## src/rtl/frp_pkg.sv

```systemverilog
`timescale 1ns / 1ps

package frp_pkg;

   localparam int TS_W              = 32;
   localparam int SLEEP_W           = 10;
   localparam int FPS_W             = 19;
   localparam int LIMIT_W           = 16;
   localparam int CSR_DATA_W        = 16;
   localparam int CSR_INDEX_W       = 2;
   localparam int BASE_W            = 10;
   localparam int BASE_NUM          = 1000;
   localparam int FPS_SCALE         = 16000;
   localparam int DEF_WINDOW_FRAMES = 32;

   localparam logic [FPS_W-1:0]   IDLE_FPS_X16 = FPS_W'(15984);
   localparam logic [FPS_W-1:0]   FPS_X16_MAX  = FPS_W'(524287);
   localparam logic [LIMIT_W-1:0] FG_RESET     = LIMIT_W'(60);
   localparam logic [LIMIT_W-1:0] BG_RESET     = LIMIT_W'(30);
   localparam logic [LIMIT_W-1:0] LOOK_RESET   = LIMIT_W'(0);

   typedef enum logic [CSR_INDEX_W-1:0] {
      CSR_FG_MAX_FPS,
      CSR_BG_MAX_FPS,
      CSR_LOOK_MAX_FPS,
      CSR_COMPENSATE_MODE
   } csr_index_type;

   typedef struct packed {
      logic start;
      logic short_div;
   } frp_div_ctl_type;

endpackage

```

## src/rtl/frp_if.sv

```systemverilog
`timescale 1ns / 1ps

interface frp_req_if;
   import frp_pkg::*;
   logic            valid;
   logic            ready;
   logic [TS_W-1:0] timestamp_ms;
   logic            in_foreground;
   logic            mouse_look;

   modport source (output valid, timestamp_ms, in_foreground, mouse_look, input ready);
   modport sink   (input valid, timestamp_ms, in_foreground, mouse_look, output ready);
endinterface

interface frp_rsp_if;
   import frp_pkg::*;
   logic               valid;
   logic               ready;
   logic [SLEEP_W-1:0] sleep_ms;
   logic [TS_W-1:0]    frame_time_ms;
   logic [FPS_W-1:0]   fps_x16;

   modport source (output valid, sleep_ms, frame_time_ms, fps_x16, input ready);
   modport sink   (input valid, sleep_ms, frame_time_ms, fps_x16, output ready);
endinterface

```

## src/rtl/frame_rate_pacer.sv

```systemverilog
`timescale 1ns / 1ps
// Flow: accept, read the previous and first stamps, start the divider, divide for the rate,
// then divide for the sleep base (skipped with a zero limit), then the output register; with
// all limits zero an item goes straight to the output register. The next item is taken once
// the last is in the output register. The bit-serial divider is shared by the rate quotient
// (NUM_W bits) and the sleep base 1000/limit (10 bits).
// Reset: synchronous, active high; limits 60/30/0, compensation on, ring empty.
module frame_rate_pacer #(
   parameter int WINDOW_FRAMES = frp_pkg::DEF_WINDOW_FRAMES
) (
   input  logic                            clock,
   input  logic                            reset,
   frp_req_if.sink                         req_ch,
   frp_rsp_if.source                       rsp_ch,
   input  logic                            csr_we,
   input  logic [frp_pkg::CSR_INDEX_W-1:0] csr_index,
   input  logic [frp_pkg::CSR_DATA_W-1:0]  csr_wdata
);
   import frp_pkg::*;

   localparam int DEPTH = WINDOW_FRAMES + 1;
   localparam int IDX_W = $clog2(DEPTH);
   localparam int NUM_W = $clog2(WINDOW_FRAMES * FPS_SCALE + 1);
   localparam int QX_W  = (NUM_W > FPS_W) ? NUM_W : FPS_W;
   localparam logic [IDX_W-1:0] LAST_IDX = IDX_W'(WINDOW_FRAMES);

   typedef enum logic [2:0] {
      S_IDLE, S_RD_PREV, S_RD_FIRST, S_START, S_DIV_FPS, S_DIV_BASE, S_OUT
   } state_type;

   state_type          state_ff;
   logic [LIMIT_W-1:0] fg_max_ff, bg_max_ff, look_max_ff;
   logic               comp_ff;
   logic [IDX_W-1:0]   idx_ff;
   logic               full_ff;
   logic [SLEEP_W-1:0] prior_ff;

   logic [TS_W-1:0]    now_ff;
   logic [LIMIT_W-1:0] limit_ff;
   logic               ezero_ff;
   logic [TS_W-1:0]    ft_ff;
   logic [FPS_W-1:0]   fps_ff;
   logic [SLEEP_W-1:0] sleep_ff;

   logic               rsp_valid_ff;
   logic [SLEEP_W-1:0] rsp_sleep_ff;
   logic [TS_W-1:0]    rsp_ft_ff;
   logic [FPS_W-1:0]   rsp_fps_ff;

   logic [TS_W-1:0]    ring [DEPTH];
   logic [TS_W-1:0]    mem_q_ff;
   logic [IDX_W-1:0]   mem_ra, mem_wa;
   logic               mem_we;

   logic [IDX_W-1:0]   prev_idx, first_idx, idx_in;
   logic [TS_W-1:0]    diff;
   logic [NUM_W-1:0]   fps_numer;
   logic [LIMIT_W-1:0] limit_in;
   logic               block_off, req_take, rsp_free;

   frp_div_ctl_type    div_ctl;
   logic [NUM_W-1:0]   div_numer;
   logic [TS_W-1:0]    div_denom;
   logic               div_busy;
   logic [NUM_W-1:0]   div_quot;

   logic [QX_W-1:0]    q_ext;
   logic [FPS_W-1:0]   fps_in;
   logic [BASE_W-1:0]  base;
   logic [BASE_W:0]    budget, slack;
   logic               overrun, reseed;
   logic [SLEEP_W-1:0] sleep_in;

   assign req_ch.ready = (state_ff == S_IDLE);
   assign req_take     = req_ch.valid & req_ch.ready;
   assign rsp_free     = ~rsp_valid_ff | rsp_ch.ready;

   assign rsp_ch.valid         = rsp_valid_ff;
   assign rsp_ch.sleep_ms      = rsp_sleep_ff;
   assign rsp_ch.frame_time_ms = rsp_ft_ff;
   assign rsp_ch.fps_x16       = rsp_fps_ff;

   assign block_off = (fg_max_ff == '0) & (bg_max_ff == '0) & (look_max_ff == '0);
   assign limit_in  = req_ch.in_foreground ?
                      (req_ch.mouse_look ? look_max_ff : fg_max_ff) : bg_max_ff;

   assign prev_idx  = (idx_ff == '0) ? LAST_IDX : idx_ff - 1'b1;
   assign first_idx = ~full_ff ? '0 : ((idx_ff == LAST_IDX) ? '0 : idx_ff + 1'b1);
   assign idx_in    = (idx_ff == LAST_IDX) ? '0 : idx_ff + 1'b1;
   assign mem_ra    = (state_ff == S_RD_PREV) ? prev_idx : first_idx;

   // empty ring at slot zero: no previous frame and a zero window
   assign diff = (idx_ff == '0 && !full_ff) ? '0 : now_ff - mem_q_ff;

   assign fps_numer = (full_ff ? NUM_W'(WINDOW_FRAMES) : NUM_W'(idx_ff)) * NUM_W'(FPS_SCALE);

   assign q_ext  = QX_W'(div_quot);
   assign fps_in = ezero_ff ? IDLE_FPS_X16 :
                   (q_ext > QX_W'(FPS_X16_MAX)) ? FPS_X16_MAX : q_ext[FPS_W-1:0];

   assign base    = div_quot[BASE_W-1:0];
   assign budget  = {1'b0, base} + {1'b0, prior_ff};
   assign overrun = (ft_ff >= TS_W'(budget));
   assign slack   = budget - ft_ff[BASE_W:0];
   // a zero base caps every compensated sleep to zero
   assign reseed  = comp_ff & (overrun | (base == '0));
   always_comb begin
      if (!comp_ff) begin
         sleep_in = base;
      end else if (overrun) begin
         sleep_in = '0;
      end else if (slack > {1'b0, base}) begin
         sleep_in = base;
      end else begin
         sleep_in = slack[SLEEP_W-1:0];
      end
   end

   always_comb begin
      div_ctl   = '0;
      div_numer = fps_numer;
      div_denom = diff;
      if (state_ff == S_START) begin
         div_ctl.start = 1'b1;
      end else if (state_ff == S_DIV_FPS && !div_busy && limit_ff != '0) begin
         div_ctl.start     = 1'b1;
         div_ctl.short_div = 1'b1;
         div_numer         = NUM_W'(BASE_NUM);
         div_denom         = TS_W'(limit_ff);
      end
   end

   assign mem_we = (state_ff == S_START) | (state_ff == S_DIV_BASE && !div_busy && reseed);
   assign mem_wa = (state_ff == S_START) ? idx_ff : '0;

   always_ff @(posedge clock) begin
      if (mem_we) begin
         ring[mem_wa] <= now_ff;
      end
      mem_q_ff <= ring[mem_ra];
   end

   frp_div #(.NUM_W(NUM_W)) u_div (
      .clock (clock),
      .reset (reset),
      .ctl   (div_ctl),
      .numer (div_numer),
      .denom (div_denom),
      .busy  (div_busy),
      .quot  (div_quot)
   );

   always_ff @(posedge clock) begin
      if (reset) begin
         fg_max_ff   <= FG_RESET;
         bg_max_ff   <= BG_RESET;
         look_max_ff <= LOOK_RESET;
         comp_ff     <= 1'b1;
      end else if (csr_we) begin
         unique case (csr_index_type'(csr_index))
            CSR_FG_MAX_FPS:      fg_max_ff   <= csr_wdata[LIMIT_W-1:0];
            CSR_BG_MAX_FPS:      bg_max_ff   <= csr_wdata[LIMIT_W-1:0];
            CSR_LOOK_MAX_FPS:    look_max_ff <= csr_wdata[LIMIT_W-1:0];
            CSR_COMPENSATE_MODE: comp_ff     <= csr_wdata[0];
            default: ;
         endcase
      end
   end

   always_ff @(posedge clock) begin
      if (reset) begin
         state_ff     <= S_IDLE;
         idx_ff       <= '0;
         full_ff      <= 1'b0;
         prior_ff     <= '0;
         rsp_valid_ff <= 1'b0;
      end else begin
         if (rsp_valid_ff && rsp_ch.ready && state_ff != S_OUT) begin
            rsp_valid_ff <= 1'b0;
         end
         unique case (state_ff)
            S_IDLE: begin
               if (req_take) begin
                  now_ff   <= req_ch.timestamp_ms;
                  limit_ff <= limit_in;
                  if (block_off) begin
                     ft_ff    <= '0;
                     fps_ff   <= '0;
                     sleep_ff <= '0;
                     state_ff <= S_OUT;
                  end else begin
                     state_ff <= S_RD_PREV;
                  end
               end
            end
            S_RD_PREV: begin
               state_ff <= S_RD_FIRST;
            end
            S_RD_FIRST: begin
               ft_ff    <= diff;
               state_ff <= S_START;
            end
            S_START: begin
               ezero_ff <= (diff == '0);
               idx_ff   <= idx_in;
               if (idx_ff == LAST_IDX) begin
                  full_ff <= 1'b1;
               end
               state_ff <= S_DIV_FPS;
            end
            S_DIV_FPS: begin
               if (!div_busy) begin
                  fps_ff <= fps_in;
                  if (limit_ff == '0) begin
                     sleep_ff <= '0;
                     state_ff <= S_OUT;
                  end else begin
                     state_ff <= S_DIV_BASE;
                  end
               end
            end
            S_DIV_BASE: begin
               if (!div_busy) begin
                  sleep_ff <= sleep_in;
                  prior_ff <= sleep_in;
                  if (reseed) begin
                     idx_ff  <= IDX_W'(1);
                     full_ff <= 1'b0;
                  end
                  state_ff <= S_OUT;
               end
            end
            S_OUT: begin
               if (rsp_free) begin
                  rsp_valid_ff <= 1'b1;
                  rsp_sleep_ff <= sleep_ff;
                  rsp_ft_ff    <= ft_ff;
                  rsp_fps_ff   <= fps_ff;
                  state_ff     <= S_IDLE;
               end
            end
            default: state_ff <= S_IDLE;
         endcase
      end
   end

endmodule

```

## src/rtl/frp_div.sv

```systemverilog
`timescale 1ns / 1ps

module frp_div #(
   parameter int NUM_W = 22
) (
   input  logic                      clock,
   input  logic                      reset,
   input  frp_pkg::frp_div_ctl_type  ctl,
   input  logic [NUM_W-1:0]          numer,
   input  logic [frp_pkg::TS_W-1:0]  denom,
   output logic                      busy,
   output logic [NUM_W-1:0]          quot
);
   import frp_pkg::*;

   localparam int CNT_W       = $clog2(NUM_W + 1);
   localparam int SHORT_SHIFT = NUM_W - BASE_W;

   logic [NUM_W-1:0] num_ff;
   logic [TS_W-1:0]  rem_ff;
   logic [TS_W-1:0]  den_ff;
   logic [CNT_W-1:0] cnt_ff;
   logic [TS_W:0]    trial;
   logic             fits;

   // one quotient bit per cycle, restoring
   assign trial = {rem_ff, num_ff[NUM_W-1]} - {1'b0, den_ff};
   assign fits  = ~trial[TS_W];
   assign busy  = (cnt_ff != '0);
   assign quot  = num_ff;

   always_ff @(posedge clock) begin
      if (reset) begin
         cnt_ff <= '0;
      end else if (ctl.start) begin
         num_ff <= ctl.short_div ? (numer << SHORT_SHIFT) : numer;
         rem_ff <= '0;
         den_ff <= denom;
         cnt_ff <= ctl.short_div ? CNT_W'(BASE_W) : CNT_W'(NUM_W);
      end else if (busy) begin
         rem_ff <= fits ? trial[TS_W-1:0] : {rem_ff[TS_W-2:0], num_ff[NUM_W-1]};
         num_ff <= {num_ff[NUM_W-2:0], fits};
         cnt_ff <= cnt_ff - 1'b1;
      end
   end

endmodule

```

## src/flat_wrapper.sv

```systemverilog
// flat-port wrapper written by rule: the top's interface ports become plain ports
module frame_rate_pacer_flat import frp_pkg::*;
#(
   parameter int WINDOW_FRAMES = frp_pkg::DEF_WINDOW_FRAMES
)
  (clock, reset, csr_we, csr_index, csr_wdata, req_ch_valid, req_ch_timestamp_ms, req_ch_in_foreground, req_ch_mouse_look, req_ch_ready, rsp_ch_valid, rsp_ch_sleep_ms, rsp_ch_frame_time_ms, rsp_ch_fps_x16, rsp_ch_ready);
  frp_req_if req_ch_i ();
  frp_rsp_if rsp_ch_i ();
  input  logic clock;
  input  logic reset;
  input  logic csr_we;
  input  logic [frp_pkg::CSR_INDEX_W-1:0] csr_index;
  input  logic [frp_pkg::CSR_DATA_W-1:0] csr_wdata;
  input wire logic [$bits(req_ch_i.valid)-1:0] req_ch_valid;
  input wire logic [$bits(req_ch_i.timestamp_ms)-1:0] req_ch_timestamp_ms;
  input wire logic [$bits(req_ch_i.in_foreground)-1:0] req_ch_in_foreground;
  input wire logic [$bits(req_ch_i.mouse_look)-1:0] req_ch_mouse_look;
  output wire logic [$bits(req_ch_i.ready)-1:0] req_ch_ready;
  output wire logic [$bits(rsp_ch_i.valid)-1:0] rsp_ch_valid;
  output wire logic [$bits(rsp_ch_i.sleep_ms)-1:0] rsp_ch_sleep_ms;
  output wire logic [$bits(rsp_ch_i.frame_time_ms)-1:0] rsp_ch_frame_time_ms;
  output wire logic [$bits(rsp_ch_i.fps_x16)-1:0] rsp_ch_fps_x16;
  input wire logic [$bits(rsp_ch_i.ready)-1:0] rsp_ch_ready;
  assign req_ch_i.valid = req_ch_valid;
  assign req_ch_i.timestamp_ms = req_ch_timestamp_ms;
  assign req_ch_i.in_foreground = req_ch_in_foreground;
  assign req_ch_i.mouse_look = req_ch_mouse_look;
  assign req_ch_ready = req_ch_i.ready;
  assign rsp_ch_valid = rsp_ch_i.valid;
  assign rsp_ch_sleep_ms = rsp_ch_i.sleep_ms;
  assign rsp_ch_frame_time_ms = rsp_ch_i.frame_time_ms;
  assign rsp_ch_fps_x16 = rsp_ch_i.fps_x16;
  assign rsp_ch_i.ready = rsp_ch_ready;
  frame_rate_pacer #(.WINDOW_FRAMES(WINDOW_FRAMES)) u_core (.clock(clock), .reset(reset), .req_ch(req_ch_i), .rsp_ch(rsp_ch_i), .csr_we(csr_we), .csr_index(csr_index), .csr_wdata(csr_wdata));
endmodule
```

## config.mk

```make
export PLATFORM = sky130hd
export DESIGN_NAME = frame_rate_pacer_flat
export DESIGN_NICKNAME = d
export VERILOG_FILES = /design/src/rtl/frp_pkg.sv /design/src/rtl/frp_if.sv /design/src/rtl/frame_rate_pacer.sv /design/src/rtl/frp_div.sv /design/src/flat_wrapper.sv
export SDC_FILE = /design/constraint.sdc
export NUM_CORES = 2
export LEC_CHECK = 0
export BUFFER_PORTS_ARGS = -buffer_cell sky130_fd_sc_hd__buf_2
export CAP_MARGIN = 5
export CORE_MARGIN = 5
export CORE_UTILIZATION = 50
export DETAILED_ROUTE_END_ITERATION = 6
export PLACE_DENSITY = 0.69
export RECOVER_POWER = 25
export SYNTH_ARGS = -nofsm -noshare
export SYNTH_HDL_FRONTEND = slang
export SYNTH_HIERARCHICAL = 1
export SYNTH_SLANG_ARGS = --single-unit
```

## constraint.sdc

```tcl
create_clock -name clock -period 14.85 [get_ports clock]
set_input_delay 0.7425 -clock clock [delete_from_list [all_inputs] [get_ports clock]]
set_output_delay 0.7425 -clock clock [all_outputs]
set_load 0.1 [all_outputs]
```

# Yosys cells after proc, flatten, opt, wreduce, memory -nomap -nowiden
# Memory sizes are Yosys's and may differ from the RTL's. A register that Yosys moved wholly into a read port is not among the register bits.
# Index checks and enable logic that the tools add are counted.
[totals] reg_bits=329 elab_cells=166 memories=1 output_inout_bits=63 in_bits=57 ramBits=1056
[op_classes] n_eq_ne=19 add_sub_neg=7 n_lt_le_gt_ge=3 n_bitwise=11 n_mux=61 multipliers=1 reduce_logical=41
[mem_list] memory="u_core.ring" words=33 width=32 rd=1 rd_clocked_by_memory_dff=1 write_ports=1 line="frame_rate_pacer.sv:50" rtl="logic [TS_W-1:0] ring [DEPTH];"
[ops] operator="$mux 32" count=7
[ops] operator="$mux 19" count=10
[ops] operator="$mux 10" count=8
[ops] operator="$logic_not 16->1" count=4
[ops] operator="$pmux 32 s2" count=1
[ops] operator="$mux 6" count=8
[ops] operator="$pmux 19 s2" count=1
[ops] operator="$sub 33x32->33" count=1
[ops] operator="$ge 32x11->1" count=1
[ops] operator="$logic_not 32->1" count=1
[ops] operator="$mux 16" count=2
[ops] operator="$sub 32x32->32" count=1
[ops] operator="$pmux 10 s3" count=1
[ops] operator="$pmux 3 s7" count=1
[ops] operator="$gt 19x19->1 const B" count=1
[ops] operator="$mul 19x7->12 const B" count=1
[ops] operator="$reduce_and 2->1" count=8
[ops] operator="$reduce_bool 16->1" count=1
[ops] operator="$mux 3" count=5
[ops] operator="$mux 5" count=3
[ops] operator="$ne 2x2->1 const B" count=6
[ops] operator="$pmux 6 s2" count=1
[ops] operator="$reduce_and 4->1" count=3
[ops] operator="$add 10x10->11" count=1
[ops] operator="31 further kinds" count=66

# Depth between registers and ports, before layout
[depth] ltp_word=8 depth_mapped=26 depth_no_buf=25

# Hierarchy
# Netlist, hierarchy kept.
[modules_own_cells] module="frame_rate_pacer" area_per_inst_um2=54708.7 n_inst=1 cells_each=3237 seq_area_each_um2=38887.3
[modules_own_cells] module="frp_div" area_per_inst_um2=5579.1 n_inst=1 cells_each=561 seq_area_each_um2=2592.5

# Worst setup path after synthesis
# OpenSTA, ideal clock, no wires.
[synth_timing] path_kind="register to register" startpoint="reg u_core.u_div.num_ff[0] (netlist: u_core/u_div/quot[0])" endpoint="mem u_core.ring[3][0], enable pin" setup_time_ps=421 n_path_buf=0 slack_ps=9738 path_stages_with_launch=20 period_less_slack_ps=5112 required_ps=14429 arrival_ps=4691 cell_sequence="edfxtp_1 -> ha_1 -> inv_1 -> fa_1 -> inv_1 -> a21oi_1 -> o21bai_1 -> a21oi_1 -> o21bai_1 -> a21oi_1 -> o21bai_1 -> a21o_1 -> a21oi_1 -> ha_1 -> inv_1 -> o31a_1 -> a31oi_1 -> o211ai_1 -> a21o_1 -> nor2_1"
[synth_via] elab_chain_cells=8 elab_cells_between_ends=9 classes_between="add/sub (1); order compare (1); mux (2); bitwise (3); reduce/logical (2)"
[synth_lines] element="from (decl)" line="frp_div.sv:19" rtl="logic [NUM_W-1:0] num_ff;"
[synth_lines] element="from (signal assigned)" line="frp_div.sv:36" rtl="num_ff <= ctl.short_div ? (numer << SHORT_SHIFT) : numer;"
[synth_lines] element="from (signal assigned)" line="frp_div.sv:42" rtl="num_ff <= {num_ff[NUM_W-2:0], fits};"
[synth_lines] element="$add 10x10->11" line="frame_rate_pacer.sv:102" rtl="assign budget = {1'b0, base} + {1'b0, prior_ff};"
[synth_lines] element="$ge 32x11->1" line="frame_rate_pacer.sv:103" rtl="assign overrun = (ft_ff >= TS_W'(budget));"
[synth_lines] element="$or 1x1->1 *" line="frame_rate_pacer.sv:106" rtl="assign reseed = comp_ff & (overrun | (base == '0));"
[synth_lines] element="$and 1x1->1 *" line="frame_rate_pacer.sv:106"
[synth_lines] element="$logic_and 1x1->1 *" line="frame_rate_pacer.sv:133" rtl="assign mem_we = (state_ff == S_START) | (state_ff == S_DIV_BASE && !div_busy && reseed);"
[synth_lines] element="$or 1x1->1 *" line="frame_rate_pacer.sv:133"
[synth_lines] element="$mux 1 *" line="frame_rate_pacer.sv:137" rtl="if (mem_we) begin"
[synth_lines] element="$mux 1 (implied by the code) *" line="frame_rate_pacer.sv:138" rtl="ring[mem_wa] <= now_ff;"
[synth_lines] element="to (decl)" line="frame_rate_pacer.sv:50"
# Every way passes the cells marked *; elsewhere a longest branch is shown, timed or not.

# Worst setup path after layout
[layout_timing] startpoint="reg u_core.u_div.num_ff[0] (netlist: u_core/u_div/quot[0])" endpoint="mem u_core.ring[4][25], enable pin"
# Same word-level chain as after synthesis.

==> impl_results.md <==
* # clock sinks at between 1k and 1.5k
* Power Density at between 100 and 150 nW/um2
* Post-synthesis compound-gate area fraction at 0.0660
* Area share of the largest cell type after synthesis at 0.652
* Final wirelength at 149 mm
* Setup Fix Bufs, Post-CTS at 0
* Rel. slew slack at -0.244
* EDFF count, synth at between 1k and 1.5k
* Remaining antenna violation count at 0
* CP startpoint kind: register
* Post-Synth Adder-Cell Area at 0.0322
* Setup TNS at 0 ns
* TritonCTS clock tree: done
* Pre-antenna DRT Iters at 5
* Synth Instances at about 3.8k
* Least-Margin Pin Slew at 1.87 ns
* CP arrival at slightly below 6 ns
* Tcrit/Tclk final at 0.367
* Clk root buf: clkbuf_16
* Die width at around 360 um
* Tot Pwr at 9530 uW
* Top_reg_cell synth: edfxtp_1
* Total track usage at 0.232
* Iter 0 DRT Violations at just under 4k
* XOR/XNOR share of the synthesized area at 0.00959
* Per-cell routed wire length at about 26 um
* I/O pin count at 120
* Post-CTS Hold Fix Bufs at 0
* Layout cells sized above 1 at 0.177
* Placed cell area at 62900 um2
* Hold path depth at 1
* RSZ-0062 raised after global routing: false
* CTS buffer count at roughly 140
* Worst Hold Class: in -> reg
* Reg clk slew, reported paths at 0.06 ns
* Diodes inserted at 0
* Leak at around 0.023 uW
* Setup Crit Path Kind: reg -> reg
* H-tree Lvls at 4
* Max-Cap Viols at 5
* Synth Cell Area at between 60000 and 70000 um2
* Final setup skew at 0.0352 ns
* Design area at ~67000 um2
* # DRC at 0
* Fin. Hold Viols at 0
* Largest net degree at the start of global routing at 140
* CP max FO at 18
* Vias/cell at between 6 and 7
* Reg2Reg Depth at 22
* Status: complete, but fails checks
* Effective utilization at floorplan at 0.503
* Dpl hpwl at between 80 and 90 mm
* Port bufs at 119
* P&R area growth vs syn at 11.8%
* Total grt overflow at 0
* Synth top area cells: edfxtp_1, mux4_2, dfxtp_1
* Yosys cell types at between 80 and 90
* Initial antenna violation count at 1
* Register bit total from synthesis at about 1.4k
* Fin crit period at approximately 5.4 ns
* Vias in the first global route at approximately 34k
* # rows at between 100 and 150
* Vias at between 30k and 40k
* Ys async rst share at 0
* Post-synth top area cell: edfxtp_1
* Core footprint at ~120000 um2
* Avg Inst Size Synth at roughly 16 um2
* Die height at approximately 360 um
* Global-route wire length before repair at 220 mm
* Post-CTS sizing at 0
* Simple-gate area share of the yosys netlist at 0.0689
* Post-synthesis mux area share at 0.109
* Violated checks: capacitance limit, slew limit
* Placer congestion estimate at approximately 0.9
* Peak VDD IR at around 130 uV
* Die area at 128000 um2
* Fmax at around 180 MHz
* Worst skew pair latency at roughly 0.77 ns
* Main combinational cell family by area after synthesis: multiplexers
* Sequential share of the synthesized area at 0.688
* CTS Buffer Depth at 3
* Final nets at between 4k and 5k
* Required @ worst endpoint at roughly 15 ns
* Critical Path End Type: register
* Max-slew violation count at between 150 and 200
* Final setup vio count at 0
* Synth warnings at 6
cells in the mapped netlist (54+ instances only):
master and n:
ha_1 128, mux4_2 256, o21ai_0 82, clkbuf_1 101, a21oi_1 179, inv_1 162, nor2_1 236, nand2_1 373
dfxtp_1 107, mux2i_1 79, edfxtp_1 1310, and2_1 54
routing by layer:
layer  vias to the layer above  wire length [um]  global-route usage
met5                         -                 0                   0
met4                         0              5790              0.0884
met3                       281             12700              0.0455
met2                      1625             70000               0.366
met1                     17600             60200               0.324
li1                      15100                 -                   -
sequential cells by signal, indices dropped and copies added, names as in the netlist:
register	cells
u_core/prior_ff	10
u_core/fg_max_ff	16
u_core/ring	1056
u_core/u_div/cnt_ff	5
u_core/comp_ff	1
u_core/rsp_ch.sleep_ms	10
u_core/full_ff	1
u_core/now_ff	32
u_core/bg_max_ff	16
u_core/u_div/rem_ff	32
u_core/u_div/quot	19
u_core/look_max_ff	16
u_core/sleep_ff	10
u_core/limit_ff	16
u_core/rsp_ch.valid	1
u_core/idx_ff	6
u_core/mem_q_ff	32
u_core/rsp_ch.fps_x16	19
u_core/ft_ff	32
u_core/ezero_ff	1
u_core/u_div/den_ff	32
u_core/state_ff	3
u_core/rsp_ch.frame_time_ms	32
u_core/fps_ff	19
where the power goes:
| part | switching (uW) | internal (uW) | total, uW |
|---|---|---|---|
| logic | 863 | 535 | 1400 |
| clock network | 1500 | 1980 | 3470 |
| registers | 117 | 4540 | 4660 |
| total | 2480 | 7050 | 9530 |
placed cells by master (no fill, tap or decap), drive strengths merged, types with 26 or more instances in the layout:
| master | n |
|---|---|
| a21o | 37 |
| o221a | 32 |
| buf | 166 |
| and2 | 57 |
| nand3 | 42 |
| xnor2 | 42 |
| a21oi | 187 |
| clkbuf | 209 |
| nor4 | 36 |
| nand2 | 381 |
| o21ai | 88 |
| nor2 | 236 |
| a32oi | 33 |
| mux2i | 79 |
| clkinv | 59 |
| inv | 170 |
| ha | 128 |
| edfxtp | 1310 |
| a211oi | 51 |
| nand2b | 26 |
| mux4 | 256 |
| dfxtp | 107 |
| nor3 | 30 |
| a31oi | 42 |
logic make-up after synthesis:
group	Yosys count
muxes	336
buffers and inverters	341
adders and majority gates	145
DFF	1417
AOI/OAI and AO/OA	583
other	1
xor gates and xnor gates	66
and+or+nand+nor	909
critical path, cell delays in order (launching register included):
cell,delay [ns]
edfxtp_1,0.44
ha_1,0.20
inv_1,0.05
fa_1,0.39
inv_1,0.07
a21oi_1,0.06
o21bai_1,0.20
a21oi_1,0.10
o21bai_1,0.20
a21oi_1,0.12
o21bai_1,0.21
a21o_1,0.16
a21oi_1,0.06
ha_1,0.18
nor4_1,0.18
nand4_1,0.12
nor4_1,0.33
o31a_1,0.20
a31oi_1,0.06
o211ai_1,0.73
a21o_1,0.53
nor2_4,0.23
buf_4,0.30
cell type report:
class / count / area, um2
clock buffers: 178 / 3850
clock inverters: 80 / 691
fillers: 9306 / 52400
inverters: 162 / 608
multi-input cells: 2047 / 17600
flip-flops and latches: 1417 / 41500
well taps: 1612 / 2020
repair buffers: 197 / 1150
path summary, 6_finish.rpt:
path                                                      start                                  end  slack [ns]
worst min-delay path                    req_ch_timestamp_ms[10]          u_core/now_ff[10]$_DFFE_PP_        0.16
worst min register to register  u_core/fps_ff[13]$_SDFFCE_PP0P_  u_core/rsp_ch.fps_x16[13]$_DFFE_PP_        0.41
worst max register to register   u_core/u_div/quot[0]$_DFFE_PP_         u_core/ring[4][25]$_DFFE_PP_        9.40
worst max-delay path             u_core/u_div/quot[0]$_DFFE_PP_         u_core/ring[4][25]$_DFFE_PP_        9.40
per-stage QoR:
step	hold slack, ns	std cells	setup WS (ns)	util
after floorplan	0.400	3805	9.74	-
after global placement	0.401	5432	9.07	0.525
final	0.162	5693	9.40	0.563
after global routing	0.122	5693	9.04	0.563
after CTS	0.115	5690	9.05	0.563
after detailed placement	0.405	5432	9.12	0.525
Power figures use the tool's default switching activity.
